[src/rtl/sleep_timer_delta_queue_assert.svh]
// Assertion macros for the sleep timer delta queue.
`ifndef SLEEP_TIMER_DELTA_QUEUE_ASSERT_SVH
`define SLEEP_TIMER_DELTA_QUEUE_ASSERT_SVH

`ifndef SYNTHESIS
`define STDQ_ASSERT(label, prop, msg) \
  label: assert property (@(posedge clk_i) disable iff (!rst_ni) prop) else $error(msg);
`define STDQ_ASSERT_ALWAYS(label, prop, msg) \
  label: assert property (@(posedge clk_i) prop) else $error(msg);
`else
`define STDQ_ASSERT(label, prop, msg)
`define STDQ_ASSERT_ALWAYS(label, prop, msg)
`endif

`endif

[src/rtl/stdq_pkg.sv]
`timescale 1ns / 1ps

package stdq_pkg;

  localparam int unsigned TPM_W    = 20;
  localparam int unsigned DELAY_W  = 20;
  localparam int unsigned TID_W    = 16;
  localparam int unsigned DELTA_W  = 40;
  localparam int unsigned SUMD_W   = DELTA_W + 1;
  localparam int unsigned OCC_W    = 5;
  localparam int unsigned MAX_WAKE = 16;
  localparam int unsigned WAKE_W   = $clog2(MAX_WAKE + 1);
  localparam int unsigned PADDR_W  = 3;
  localparam int unsigned PDATA_W  = 32;

  typedef enum logic [0:0] {
    REG_TICK_SCALE = 1'b0
  } reg_idx_e;

  typedef enum logic [0:0] {
    ACT_ADD  = 1'b0,
    ACT_TICK = 1'b1
  } act_e;

  typedef enum logic [1:0] {
    ST_ACCEPT = 2'd0,
    ST_FULL   = 2'd1,
    ST_WOKEN  = 2'd2,
    ST_NONE   = 2'd3
  } status_e;

  typedef enum logic [3:0] {
    S_IDLE,
    S_MUL,
    S_REJ,
    S_WRD,
    S_WSUM,
    S_WDEC,
    S_SRD,
    S_SWR,
    S_INS,
    S_TRD,
    S_TCHK,
    S_TNONE,
    S_TLAST
  } state_e;

  typedef struct packed {
    logic [TID_W-1:0]   thread;
    logic [DELTA_W-1:0] delta;
  } slot_t;

  typedef struct packed {
    logic    load;
    logic    mul;
    logic    walk_rd;
    logic    walk_sum;
    logic    walk_adv;
    logic    walk_stop;
    logic    shift_rd;
    logic    shift_wr;
    logic    insert;
    logic    tick_rd;
    logic    tick_wb;
    logic    tick_pop;
    logic    emit;
    logic    emit_pend;
    logic    emit_last;
    status_e emit_status;
  } cmd_t;

  typedef struct packed {
    logic out_free;
    logic full;
    logic empty;
    logic idx_end;
    logic sj_at_idx;
    logic le;
    logic first;
    logic zero;
    logic wake_done;
  } stat_t;

endpackage

[src/rtl/stdq_ctrl.sv]
`timescale 1ns / 1ps

module stdq_ctrl
  import stdq_pkg::*;
(
  input  logic        clk_i,
  input  logic        rst_ni,
  input  logic        in_valid_i,
  input  logic [0:0]  action_i,
  output logic        in_ready_o,
  input  stat_t       stat_i,
  output cmd_t        cmd_o
);

  state_e state_q, state_d;

  always_ff @(posedge clk_i or negedge rst_ni) begin
    if (!rst_ni) begin
      state_q <= S_IDLE;
    end else begin
      state_q <= state_d;
    end
  end

  always_comb begin
    state_d    = state_q;
    cmd_o      = '0;
    cmd_o.emit_status = ST_ACCEPT;
    in_ready_o = 1'b0;
    unique case (state_q)
      S_IDLE: begin
        in_ready_o = 1'b1;
        if (in_valid_i) begin
          cmd_o.load = 1'b1;
          state_d = (act_e'(action_i) == ACT_TICK) ? S_TRD : S_MUL;
        end
      end
      S_MUL: begin
        cmd_o.mul = 1'b1;
        state_d = stat_i.full ? S_REJ : S_WRD;
      end
      S_REJ: begin
        if (stat_i.out_free) begin
          cmd_o.emit        = 1'b1;
          cmd_o.emit_last   = 1'b1;
          cmd_o.emit_status = ST_FULL;
          state_d = S_IDLE;
        end
      end
      S_WRD: begin
        if (stat_i.idx_end) begin
          state_d = S_SRD;
        end else begin
          cmd_o.walk_rd = 1'b1;
          state_d = S_WSUM;
        end
      end
      S_WSUM: begin
        cmd_o.walk_sum = 1'b1;
        state_d = S_WDEC;
      end
      S_WDEC: begin
        if (stat_i.le) begin
          cmd_o.walk_adv = 1'b1;
          state_d = S_WRD;
        end else begin
          cmd_o.walk_stop = 1'b1;
          state_d = S_SRD;
        end
      end
      S_SRD: begin
        if (stat_i.sj_at_idx) begin
          state_d = S_INS;
        end else begin
          cmd_o.shift_rd = 1'b1;
          state_d = S_SWR;
        end
      end
      S_SWR: begin
        cmd_o.shift_wr = 1'b1;
        state_d = S_SRD;
      end
      S_INS: begin
        if (stat_i.out_free) begin
          cmd_o.insert      = 1'b1;
          cmd_o.emit        = 1'b1;
          cmd_o.emit_last   = 1'b1;
          cmd_o.emit_status = ST_ACCEPT;
          state_d = S_IDLE;
        end
      end
      S_TRD: begin
        if (stat_i.empty) begin
          state_d = S_TNONE;
        end else begin
          cmd_o.tick_rd = 1'b1;
          state_d = S_TCHK;
        end
      end
      S_TNONE: begin
        if (stat_i.out_free) begin
          cmd_o.emit        = 1'b1;
          cmd_o.emit_last   = 1'b1;
          cmd_o.emit_status = ST_NONE;
          state_d = S_IDLE;
        end
      end
      S_TCHK: begin
        if (!stat_i.zero) begin
          if (stat_i.out_free) begin
            cmd_o.emit      = 1'b1;
            cmd_o.emit_last = 1'b1;
            if (stat_i.first) begin
              cmd_o.tick_wb     = 1'b1;
              cmd_o.emit_status = ST_NONE;
            end else begin
              cmd_o.emit_pend   = 1'b1;
              cmd_o.emit_status = ST_WOKEN;
            end
            state_d = S_IDLE;
          end
        end else if (stat_i.first || stat_i.out_free) begin
          cmd_o.tick_pop = 1'b1;
          if (!stat_i.first) begin
            cmd_o.emit        = 1'b1;
            cmd_o.emit_pend   = 1'b1;
            cmd_o.emit_status = ST_WOKEN;
          end
          state_d = stat_i.wake_done ? S_TLAST : S_TRD;
        end
      end
      S_TLAST: begin
        if (stat_i.out_free) begin
          cmd_o.emit        = 1'b1;
          cmd_o.emit_pend   = 1'b1;
          cmd_o.emit_last   = 1'b1;
          cmd_o.emit_status = ST_WOKEN;
          state_d = S_IDLE;
        end
      end
      default: begin
        state_d = S_IDLE;
      end
    endcase
  end

endmodule

[src/rtl/stdq_dp.sv]
`timescale 1ns / 1ps

module stdq_dp
  import stdq_pkg::*;
#(
  parameter int unsigned DEPTH = 16
) (
  input  logic               clk_i,
  input  logic               rst_ni,
  input  logic [TPM_W-1:0]   tpm_i,
  input  logic [DELAY_W-1:0] delay_ms_i,
  input  logic [TID_W-1:0]   thread_id_i,
  input  cmd_t               cmd_i,
  output stat_t              stat_o,
  input  logic               out_ready_i,
  output logic               out_valid_o,
  output logic [1:0]         status_o,
  output logic [TID_W-1:0]   woken_thread_o,
  output logic               last_o,
  output logic [OCC_W-1:0]   occupancy_o
);

  localparam int unsigned PTR_W = $clog2(DEPTH);
  localparam int unsigned CNT_W = $clog2(DEPTH + 1);
  localparam int unsigned SUM_W = CNT_W + 1;

  function automatic logic [PTR_W-1:0] wrap(input logic [PTR_W-1:0] base,
                                            input logic [CNT_W-1:0] off);
    logic [SUM_W-1:0] s;
    s = SUM_W'(base) + SUM_W'(off);
    if (s >= SUM_W'(DEPTH)) s = s - SUM_W'(DEPTH);
    return s[PTR_W-1:0];
  endfunction

  slot_t mem_q [DEPTH];
  slot_t rdata_q;

  logic [CNT_W-1:0]   count_q, count_d;
  logic [PTR_W-1:0]   head_q, head_d;
  logic [WAKE_W-1:0]  wake_n_q;
  logic               out_valid_q;

  logic [DELAY_W-1:0] delay_q;
  logic [TID_W-1:0]   tid_q;
  logic [DELTA_W-1:0] ticks_q, cum_q, succ_q;
  logic [SUMD_W-1:0]  sum_q;
  logic [CNT_W-1:0]   idx_q, sj_q;
  logic [TID_W-1:0]   pend_q;
  logic [OCC_W-1:0]   pend_occ_q;
  logic [1:0]         out_status_q;
  logic [TID_W-1:0]   out_thread_q;
  logic               out_last_q;
  logic [OCC_W-1:0]   out_occ_q;

  logic [DELTA_W-1:0] rel;
  logic [CNT_W-1:0]   sj_m1;
  logic               rd_en, wr_en;
  logic [PTR_W-1:0]   raddr, waddr;
  slot_t              wdata;

  assign rel   = ticks_q - cum_q;
  assign sj_m1 = sj_q - 1'b1;

  always_comb begin
    rd_en = cmd_i.walk_rd | cmd_i.shift_rd | cmd_i.tick_rd;
    raddr = head_q;
    if (cmd_i.walk_rd) begin
      raddr = wrap(head_q, idx_q);
    end else if (cmd_i.shift_rd) begin
      raddr = wrap(head_q, sj_m1);
    end
    wr_en = cmd_i.shift_wr | cmd_i.insert | cmd_i.tick_wb;
    waddr = head_q;
    wdata.thread = rdata_q.thread;
    wdata.delta  = rdata_q.delta - 1'b1;
    if (cmd_i.shift_wr) begin
      waddr = wrap(head_q, sj_q);
      wdata.delta = (sj_m1 == idx_q) ? succ_q : rdata_q.delta;
    end else if (cmd_i.insert) begin
      waddr = wrap(head_q, idx_q);
      wdata.thread = tid_q;
      wdata.delta  = rel;
    end
  end

  always_ff @(posedge clk_i) begin
    if (wr_en) mem_q[waddr] <= wdata;
    if (rd_en) rdata_q <= mem_q[raddr];
  end

  always_comb begin
    count_d = count_q;
    head_d  = head_q;
    if (cmd_i.insert) count_d = count_q + 1'b1;
    if (cmd_i.tick_pop) begin
      count_d = count_q - 1'b1;
      head_d  = (head_q == PTR_W'(DEPTH - 1)) ? '0 : head_q + 1'b1;
    end
  end

  always_ff @(posedge clk_i or negedge rst_ni) begin
    if (!rst_ni) begin
      count_q     <= '0;
      head_q      <= '0;
      wake_n_q    <= '0;
      out_valid_q <= 1'b0;
    end else begin
      count_q <= count_d;
      head_q  <= head_d;
      if (cmd_i.load) begin
        wake_n_q <= '0;
      end else if (cmd_i.tick_pop) begin
        wake_n_q <= wake_n_q + 1'b1;
      end
      if (cmd_i.emit) begin
        out_valid_q <= 1'b1;
      end else if (out_ready_i) begin
        out_valid_q <= 1'b0;
      end
    end
  end

  always_ff @(posedge clk_i) begin
    if (cmd_i.load) begin
      delay_q <= delay_ms_i;
      tid_q   <= thread_id_i;
    end
    if (cmd_i.mul) begin
      ticks_q <= DELTA_W'(delay_q) * DELTA_W'(tpm_i);
      cum_q   <= '0;
      idx_q   <= '0;
      sj_q    <= count_q;
    end
    if (cmd_i.walk_sum) sum_q <= SUMD_W'(cum_q) + SUMD_W'(rdata_q.delta);
    if (cmd_i.walk_adv) begin
      cum_q <= sum_q[DELTA_W-1:0];
      idx_q <= idx_q + 1'b1;
    end
    if (cmd_i.walk_stop) succ_q <= DELTA_W'(sum_q - SUMD_W'(ticks_q));
    if (cmd_i.shift_wr) sj_q <= sj_m1;
    if (cmd_i.tick_pop) begin
      pend_q     <= rdata_q.thread;
      pend_occ_q <= OCC_W'(count_d);
    end
    if (cmd_i.emit) begin
      out_status_q <= cmd_i.emit_status;
      out_last_q   <= cmd_i.emit_last;
      if (cmd_i.emit_pend) begin
        out_thread_q <= pend_q;
        out_occ_q    <= pend_occ_q;
      end else begin
        out_thread_q <= '0;
        out_occ_q    <= OCC_W'(count_d);
      end
    end
  end

  always_comb begin
    stat_o.out_free  = !out_valid_q || out_ready_i;
    stat_o.full      = (count_q == CNT_W'(DEPTH));
    stat_o.empty     = (count_q == '0);
    stat_o.idx_end   = (idx_q == count_q);
    stat_o.sj_at_idx = (sj_q == idx_q);
    stat_o.le        = (sum_q <= SUMD_W'(ticks_q));
    stat_o.first     = (wake_n_q == '0);
    stat_o.zero      = stat_o.first ? (rdata_q.delta <= DELTA_W'(1))
                                    : (rdata_q.delta == '0);
    stat_o.wake_done = (wake_n_q == WAKE_W'(MAX_WAKE - 1)) ||
                       (count_q == CNT_W'(1));
  end

  assign out_valid_o    = out_valid_q;
  assign status_o       = out_status_q;
  assign woken_thread_o = out_thread_q;
  assign last_o         = out_last_q;
  assign occupancy_o    = out_occ_q;

endmodule

[src/rtl/sleep_timer_delta_queue.sv]
// Channel  Handshake                    Payload
// in       in_valid_i / in_ready_o      action_i, delay_ms_i, thread_id_i
// out      out_valid_o / out_ready_i    status_o, woken_thread_o, last_o, occupancy_o
// cfg      psel, penable, pwrite        paddr, pwdata, prdata (pready tied high)
//
// Add: the delay is scaled to ticks, then a walk reads and sums queued entries up to the
// new deadline, the later entries are shifted up one slot and the new entry is written;
// one slot read per walk step and per shifted entry. A full queue is rejected without
// a walk. Tick: the head entry is read and counted down; entries that reach zero are
// popped and reported as woken until none is due, the queue empties or the wake limit
// is hit; one memory read per head entry.
// Reset clears the count and head pointer at once; no clearing pass.
// A stalled output holds the controller only where a new result must be sent.
`timescale 1ns / 1ps

module sleep_timer_delta_queue
  import stdq_pkg::*;
#(
  parameter int unsigned DEPTH = 16
) (
  input  logic               clk_i,
  input  logic               rst_ni,
  input  logic               in_valid_i,
  output logic               in_ready_o,
  input  logic [0:0]         action_i,
  input  logic [DELAY_W-1:0] delay_ms_i,
  input  logic [TID_W-1:0]   thread_id_i,
  output logic               out_valid_o,
  input  logic               out_ready_i,
  output logic [1:0]         status_o,
  output logic [TID_W-1:0]   woken_thread_o,
  output logic               last_o,
  output logic [OCC_W-1:0]   occupancy_o,
  input  logic               psel,
  input  logic               penable,
  input  logic               pwrite,
  input  logic [PADDR_W-1:0] paddr,
  input  logic [PDATA_W-1:0] pwdata,
  output logic [PDATA_W-1:0] prdata,
  output logic               pready
);

  `include "sleep_timer_delta_queue_assert.svh"

  logic [TPM_W-1:0] tpm_q;
  logic             reg_hit;
  cmd_t             cmd;
  stat_t            stat;

  assign pready  = 1'b1;
  assign reg_hit = (reg_idx_e'(paddr[2]) == REG_TICK_SCALE);
  assign prdata  = reg_hit ? PDATA_W'(tpm_q) : '0;

  always_ff @(posedge clk_i or negedge rst_ni) begin
    if (!rst_ni) begin
      tpm_q <= TPM_W'(1);
    end else if (psel && penable && pwrite && pready && reg_hit) begin
      tpm_q <= pwdata[TPM_W-1:0];
    end
  end

  stdq_ctrl u_ctrl (
    .clk_i      (clk_i),
    .rst_ni     (rst_ni),
    .in_valid_i (in_valid_i),
    .action_i   (action_i),
    .in_ready_o (in_ready_o),
    .stat_i     (stat),
    .cmd_o      (cmd)
  );

  stdq_dp #(
    .DEPTH (DEPTH)
  ) u_dp (
    .clk_i          (clk_i),
    .rst_ni         (rst_ni),
    .tpm_i          (tpm_q),
    .delay_ms_i     (delay_ms_i),
    .thread_id_i    (thread_id_i),
    .cmd_i          (cmd),
    .stat_o         (stat),
    .out_ready_i    (out_ready_i),
    .out_valid_o    (out_valid_o),
    .status_o       (status_o),
    .woken_thread_o (woken_thread_o),
    .last_o         (last_o),
    .occupancy_o    (occupancy_o)
  );

  `STDQ_ASSERT(a_one_at_a_time, in_valid_i && in_ready_o |=> !in_ready_o, "input taken while busy")
  `STDQ_ASSERT(a_single_last, out_valid_o && status_o != ST_WOKEN |-> last_o, "single result not last")
  `STDQ_ASSERT(a_no_thread, out_valid_o && status_o != ST_WOKEN |-> woken_thread_o == '0, "stray thread id")
  `STDQ_ASSERT_ALWAYS(a_reset_idle, !rst_ni |-> !out_valid_o, "output valid in reset")

endmodule

[config.mk]
export PLATFORM = sky130hd
export DESIGN_NAME = sleep_timer_delta_queue
export DESIGN_NICKNAME = d
export VERILOG_FILES = /design/src/rtl/stdq_pkg.sv /design/src/rtl/stdq_ctrl.sv /design/src/rtl/stdq_dp.sv /design/src/rtl/sleep_timer_delta_queue.sv
export VERILOG_INCLUDE_DIRS = /design/src /design/src/rtl
export SDC_FILE = /design/constraint.sdc
export NUM_CORES = 2
export LEC_CHECK = 0
export ABC_AREA = 1
export BUFFER_PORTS_ARGS = -buffer_cell sky130_fd_sc_hd__buf_2
export CAP_MARGIN = 15
export CORE_ASPECT_RATIO = 2
export CORE_MARGIN = 10
export CORE_UTILIZATION = 56
export DETAILED_ROUTE_END_ITERATION = 6
export PLACE_DENSITY = 0.75
export SYNTH_ARGS = -nofsm -noshare
export SYNTH_HDL_FRONTEND = slang
export SYNTH_HIERARCHICAL = 1
export SYNTH_SLANG_ARGS = --single-unit
[constraint.sdc]
create_clock -name clk_i -period 5.3 [get_ports clk_i]
set_input_delay 0.795 -clock clk_i [delete_from_list [all_inputs] [get_ports clk_i]]
set_output_delay 0.795 -clock clk_i [all_outputs]
set_load 0.01 [all_outputs]
==> impl_metrics.env <==
export IMPL_required_ps=5780
export IMPL_synthTopCellsByArea="edfxtp_1 48%, nand2_1 9.3%, fa_1 8.7%"
export IMPL_drv_cap=0
export IMPL_drt_antenna_violating_nets=0
export IMPL_final_setup_viol_count=31
export IMPL_multi_input_area_sq_mm=0.0317
export IMPL_start_kind="flip-flop"
export IMPL_synthArstFlopShare=0.0314
export IMPL_syn_inst=7955
export IMPL_io_pins=138
export IMPL_synth_edf_count=1204
export IMPL_yosysWarnings=6
export IMPL_cts_sink_count=1243
export IMPL_crit_path_end_kind="flip-flop"
export IMPL_ys_seq_area_frac=0.495
export IMPL_syn2layout_area_growth_pct=14.2
export IMPL_detail_route_wl_per_cell_um=26.6
export IMPL_r2r_setup_slack_ps=-700
export IMPL_cts_tree="built"
export IMPL_maxSlewHeadroom=0.140
export IMPL_dr_pass1_iters=7
export IMPL_fin_tns_setup_ps=-16980
export IMPL_vias=59300
export IMPL_grt_start_max_net_pins=188
export IMPL_finalMaxSlewViolations=0
export IMPL_drive_gt1_frac=0.124
export IMPL_arrival_ps=6480
export IMPL_yosys_area_top_type="edfxtp_1"
export IMPL_postLayoutCoreUtil=0.641
export IMPL_outcome="finished with violations"
export IMPL_r2r_start="u_dp/delay_q[11]$_DFFE_PP_"
export IMPL_hold_violations=0
export IMPL_period_needed_ps=6000
export IMPL_grt_pass1_vias=59800
export IMPL_nFillCells=10700
export IMPL_pre_cts_slack_ps=-973
export IMPL_fin_skew_ps=64.9
export IMPL_dp_hpwl_mm=192
export IMPL_grt_pass1_wl_mm=388
export IMPL_layout_setup_ws_ps=-699
export IMPL_clockBufferDepth=3
export IMPL_dieArea_sq_mm=0.150
export IMPL_violations="setup timing"
export IMPL_cp_max_fo=10
export IMPL_regArea_sq_mm=0.0371
export IMPL_globalplace_congestion=1.07
export IMPL_synth_cell_types=55
export IMPL_die_w_um=279
export IMPL_clk_pin_slew_ps=80
export IMPL_min_period_over_period=1.13
export IMPL_drt_initial_drc_count=5973
export IMPL_ys_ff_latch=1243
export IMPL_worst_r2r_endpoint="u_dp/ticks_q[36]$_DFFE_PP_"
export IMPL_clk_insertion_delay_late_ps=790
export IMPL_path_class="reg2reg"
export IMPL_die_h_um=538
export IMPL_num_nets_final=8979
export IMPL_cts_buffers=103
export IMPL_grt_remaining_overflow=0
export IMPL_start_util=0.562
export IMPL_core_area_sq_mm=0.134
export IMPL_hold_class="in2async"
export IMPL_fp_row_count=190
export IMPL_io_buffers=110
export IMPL_reg2reg_depth=24
export IMPL_drc=0
export IMPL_avgSynthCellArea_sq_um=9.44
export IMPL_rsz0062_at_grt="true"
export IMPL_vias_per_cell=5.86
export IMPL_max_freq_mhz=167
export IMPL_grt_antenna_before_repair=19
export IMPL_drt_wl_total_mm=269
export IMPL_tightest_slew_ps=1290
export IMPL_synth_top_area_frac=0.482
export IMPL_htreeDepth=3
export IMPL_syn_area_sq_mm=0.0751
export IMPL_track_usage=0.359
export IMPL_hold_slack_ps=176
export IMPL_synthFlopType="edfxtp_1"
export IMPL_clockRootBuffer="clkbuf_16"
[through the flow]
| step | cell area (sq um) | instances |
|---|---|---|
| after CTS | 85000 | 10100 |
| after global placement | 80600 | 9863 |
| after detailed placement | 80600 | 9863 |
| final | 85700 | 10100 |
| after global routing | 85700 | 10100 |
| after floorplan | 75500 | 7966 |
[cell families after synthesis]
kind of cell               after synthesis  synth area share
adders and majority gates              616             0.135
xor gates and xnor gates               149            0.0174
DFF                                   1243             0.495
buffers and inverters                 1965             0.102
other                                    2          0.000100
muxes                                    2          0.000267
AOI/OAI and AO/OA                     1048            0.0894
and+or+nand+nor                       2930             0.161
[layer usage]
metal | vias up | global-route usage | part of all wire
li1 | 26700 | - | -
met3 | 1055 | 0.0684 | 0.072
met1 | 28500 | 0.360 | 0.31
met2 | 3039 | 0.622 | 0.50
met4 | 16 | 0.340 | 0.11
met5 | - | 0 | 0.00040
[cells in the final DEF, fill, tap and decap left out, types with 12 or more instances in the layout]
cell and count:
bufinv_16 12, clkinvlp_4 13, xnor2_1 39, nor2_2 25
a21o_1 25, nand2_2 35, clkinv_2 20, fa_1 304
clkbuf_16 103, dfrtp_1 30, ha_4 30, xor2_1 104
nor2_4 38, nand4_1 138, inv_1 1567, edfxtp_1 1204
buf_2 110, buf_6 42, o21ai_1 28, nand2_1 1813
inv_2 50, buf_12 73, a21oi_1 203, nand3_1 384
o21ai_0 218, clkbuf_1 17, nor3_1 36, a21oi_2 14
buf_4 330, o21bai_1 20, o211ai_1 403, o2111ai_1 56
a31oi_1 25, fa_2 22, conb_1 13, nand2_4 24
nor2_1 390, ha_1 257
[Yosys cell counts, types with 109 or more instances]
library cell	count
a21oi_1	224
clkbuf_1	184
edfxtp_1	1204
fa_1	326
ha_1	290
inv_1	1608
nand2_1	1869
nand3_1	390
nand4_1	138
nor2_1	440
o211ai_1	403
o21ai_0	247
xor2_1	109
[flip-flops by register name, indices dropped and copies added, names as in the netlist, 16 cells and up]
signal	flops
tpm_q	20
u_dp/pend_q	16
u_dp/rdata_q	56
u_dp/succ_q	40
u_dp/delay_q	20
u_dp/cum_q	40
u_dp/ticks_q	40
u_dp/woken_thread_o	16
u_dp/mem_q	896
u_dp/tid_q	16
u_dp/sum_q	41
[repair_timing]
action                     CTS  global route
gates resized for setup    163           143
pin swaps                   43            57
hold buffers                 0             0
setup buffers               29            14
setup endpoints to repair   32            34
[final cells by class]
| class | count | area share |
|---|---|---|
| sequential | 1243 | 0.433 |
| inverter | 1621 | 0.0712 |
| clock buffer | 121 | 0.0310 |
| multi-input combinational | 4758 | 0.370 |
| clock inverter | 72 | 0.0103 |
| tap | 1728 | 0.0252 |
| antenna | 10 | 0.000292 |
| timing repair buffer | 557 | 0.0583 |
[worst max-delay path by stage]
stage	startpoint	end	slack, ps
finish	u_dp/delay_q[11]$_DFFE_PP_	u_dp/ticks_q[36]$_DFFE_PP_	-700
global route	u_dp/delay_q[7]$_DFFE_PP_	u_dp/ticks_q[36]$_DFFE_PP_	-880
CTS	u_dp/delay_q[11]$_DFFE_PP_	u_dp/ticks_q[36]$_DFFE_PP_	-620
detailed placement	u_dp/delay_q[14]$_DFFE_PP_	u_dp/ticks_q[39]$_DFFE_PP_	-970
global placement	u_dp/delay_q[14]$_DFFE_PP_	u_dp/ticks_q[39]$_DFFE_PP_	-950
floorplan	tpm_q[4]$_DFFE_PN0P_	u_dp/ticks_q[27]$_DFFE_PP_	-270
[worst max-delay path: stages (launching register included)]
cell and delay (ps):
edfxtp_1 430, buf_12 170, nand2_2 60, inv_2 30, fa_1 490, fa_1 510, inv_1 50, fa_1 490
inv_2 40, fa_1 550, fa_1 430, fa_1 500, inv_1 60, fa_1 490, inv_2 50, ha_4 250
a21o_1 190, buf_4 140, a21oi_4 150, nor2_1 60, nor2_1 170, nand2_1 90, nand2_1 70, nand3_1 80
xor2_1 180
Power is left out: the tool's default activity adds up to more than one toggle a clock period on the data nets, which glitch-free logic cannot reach.
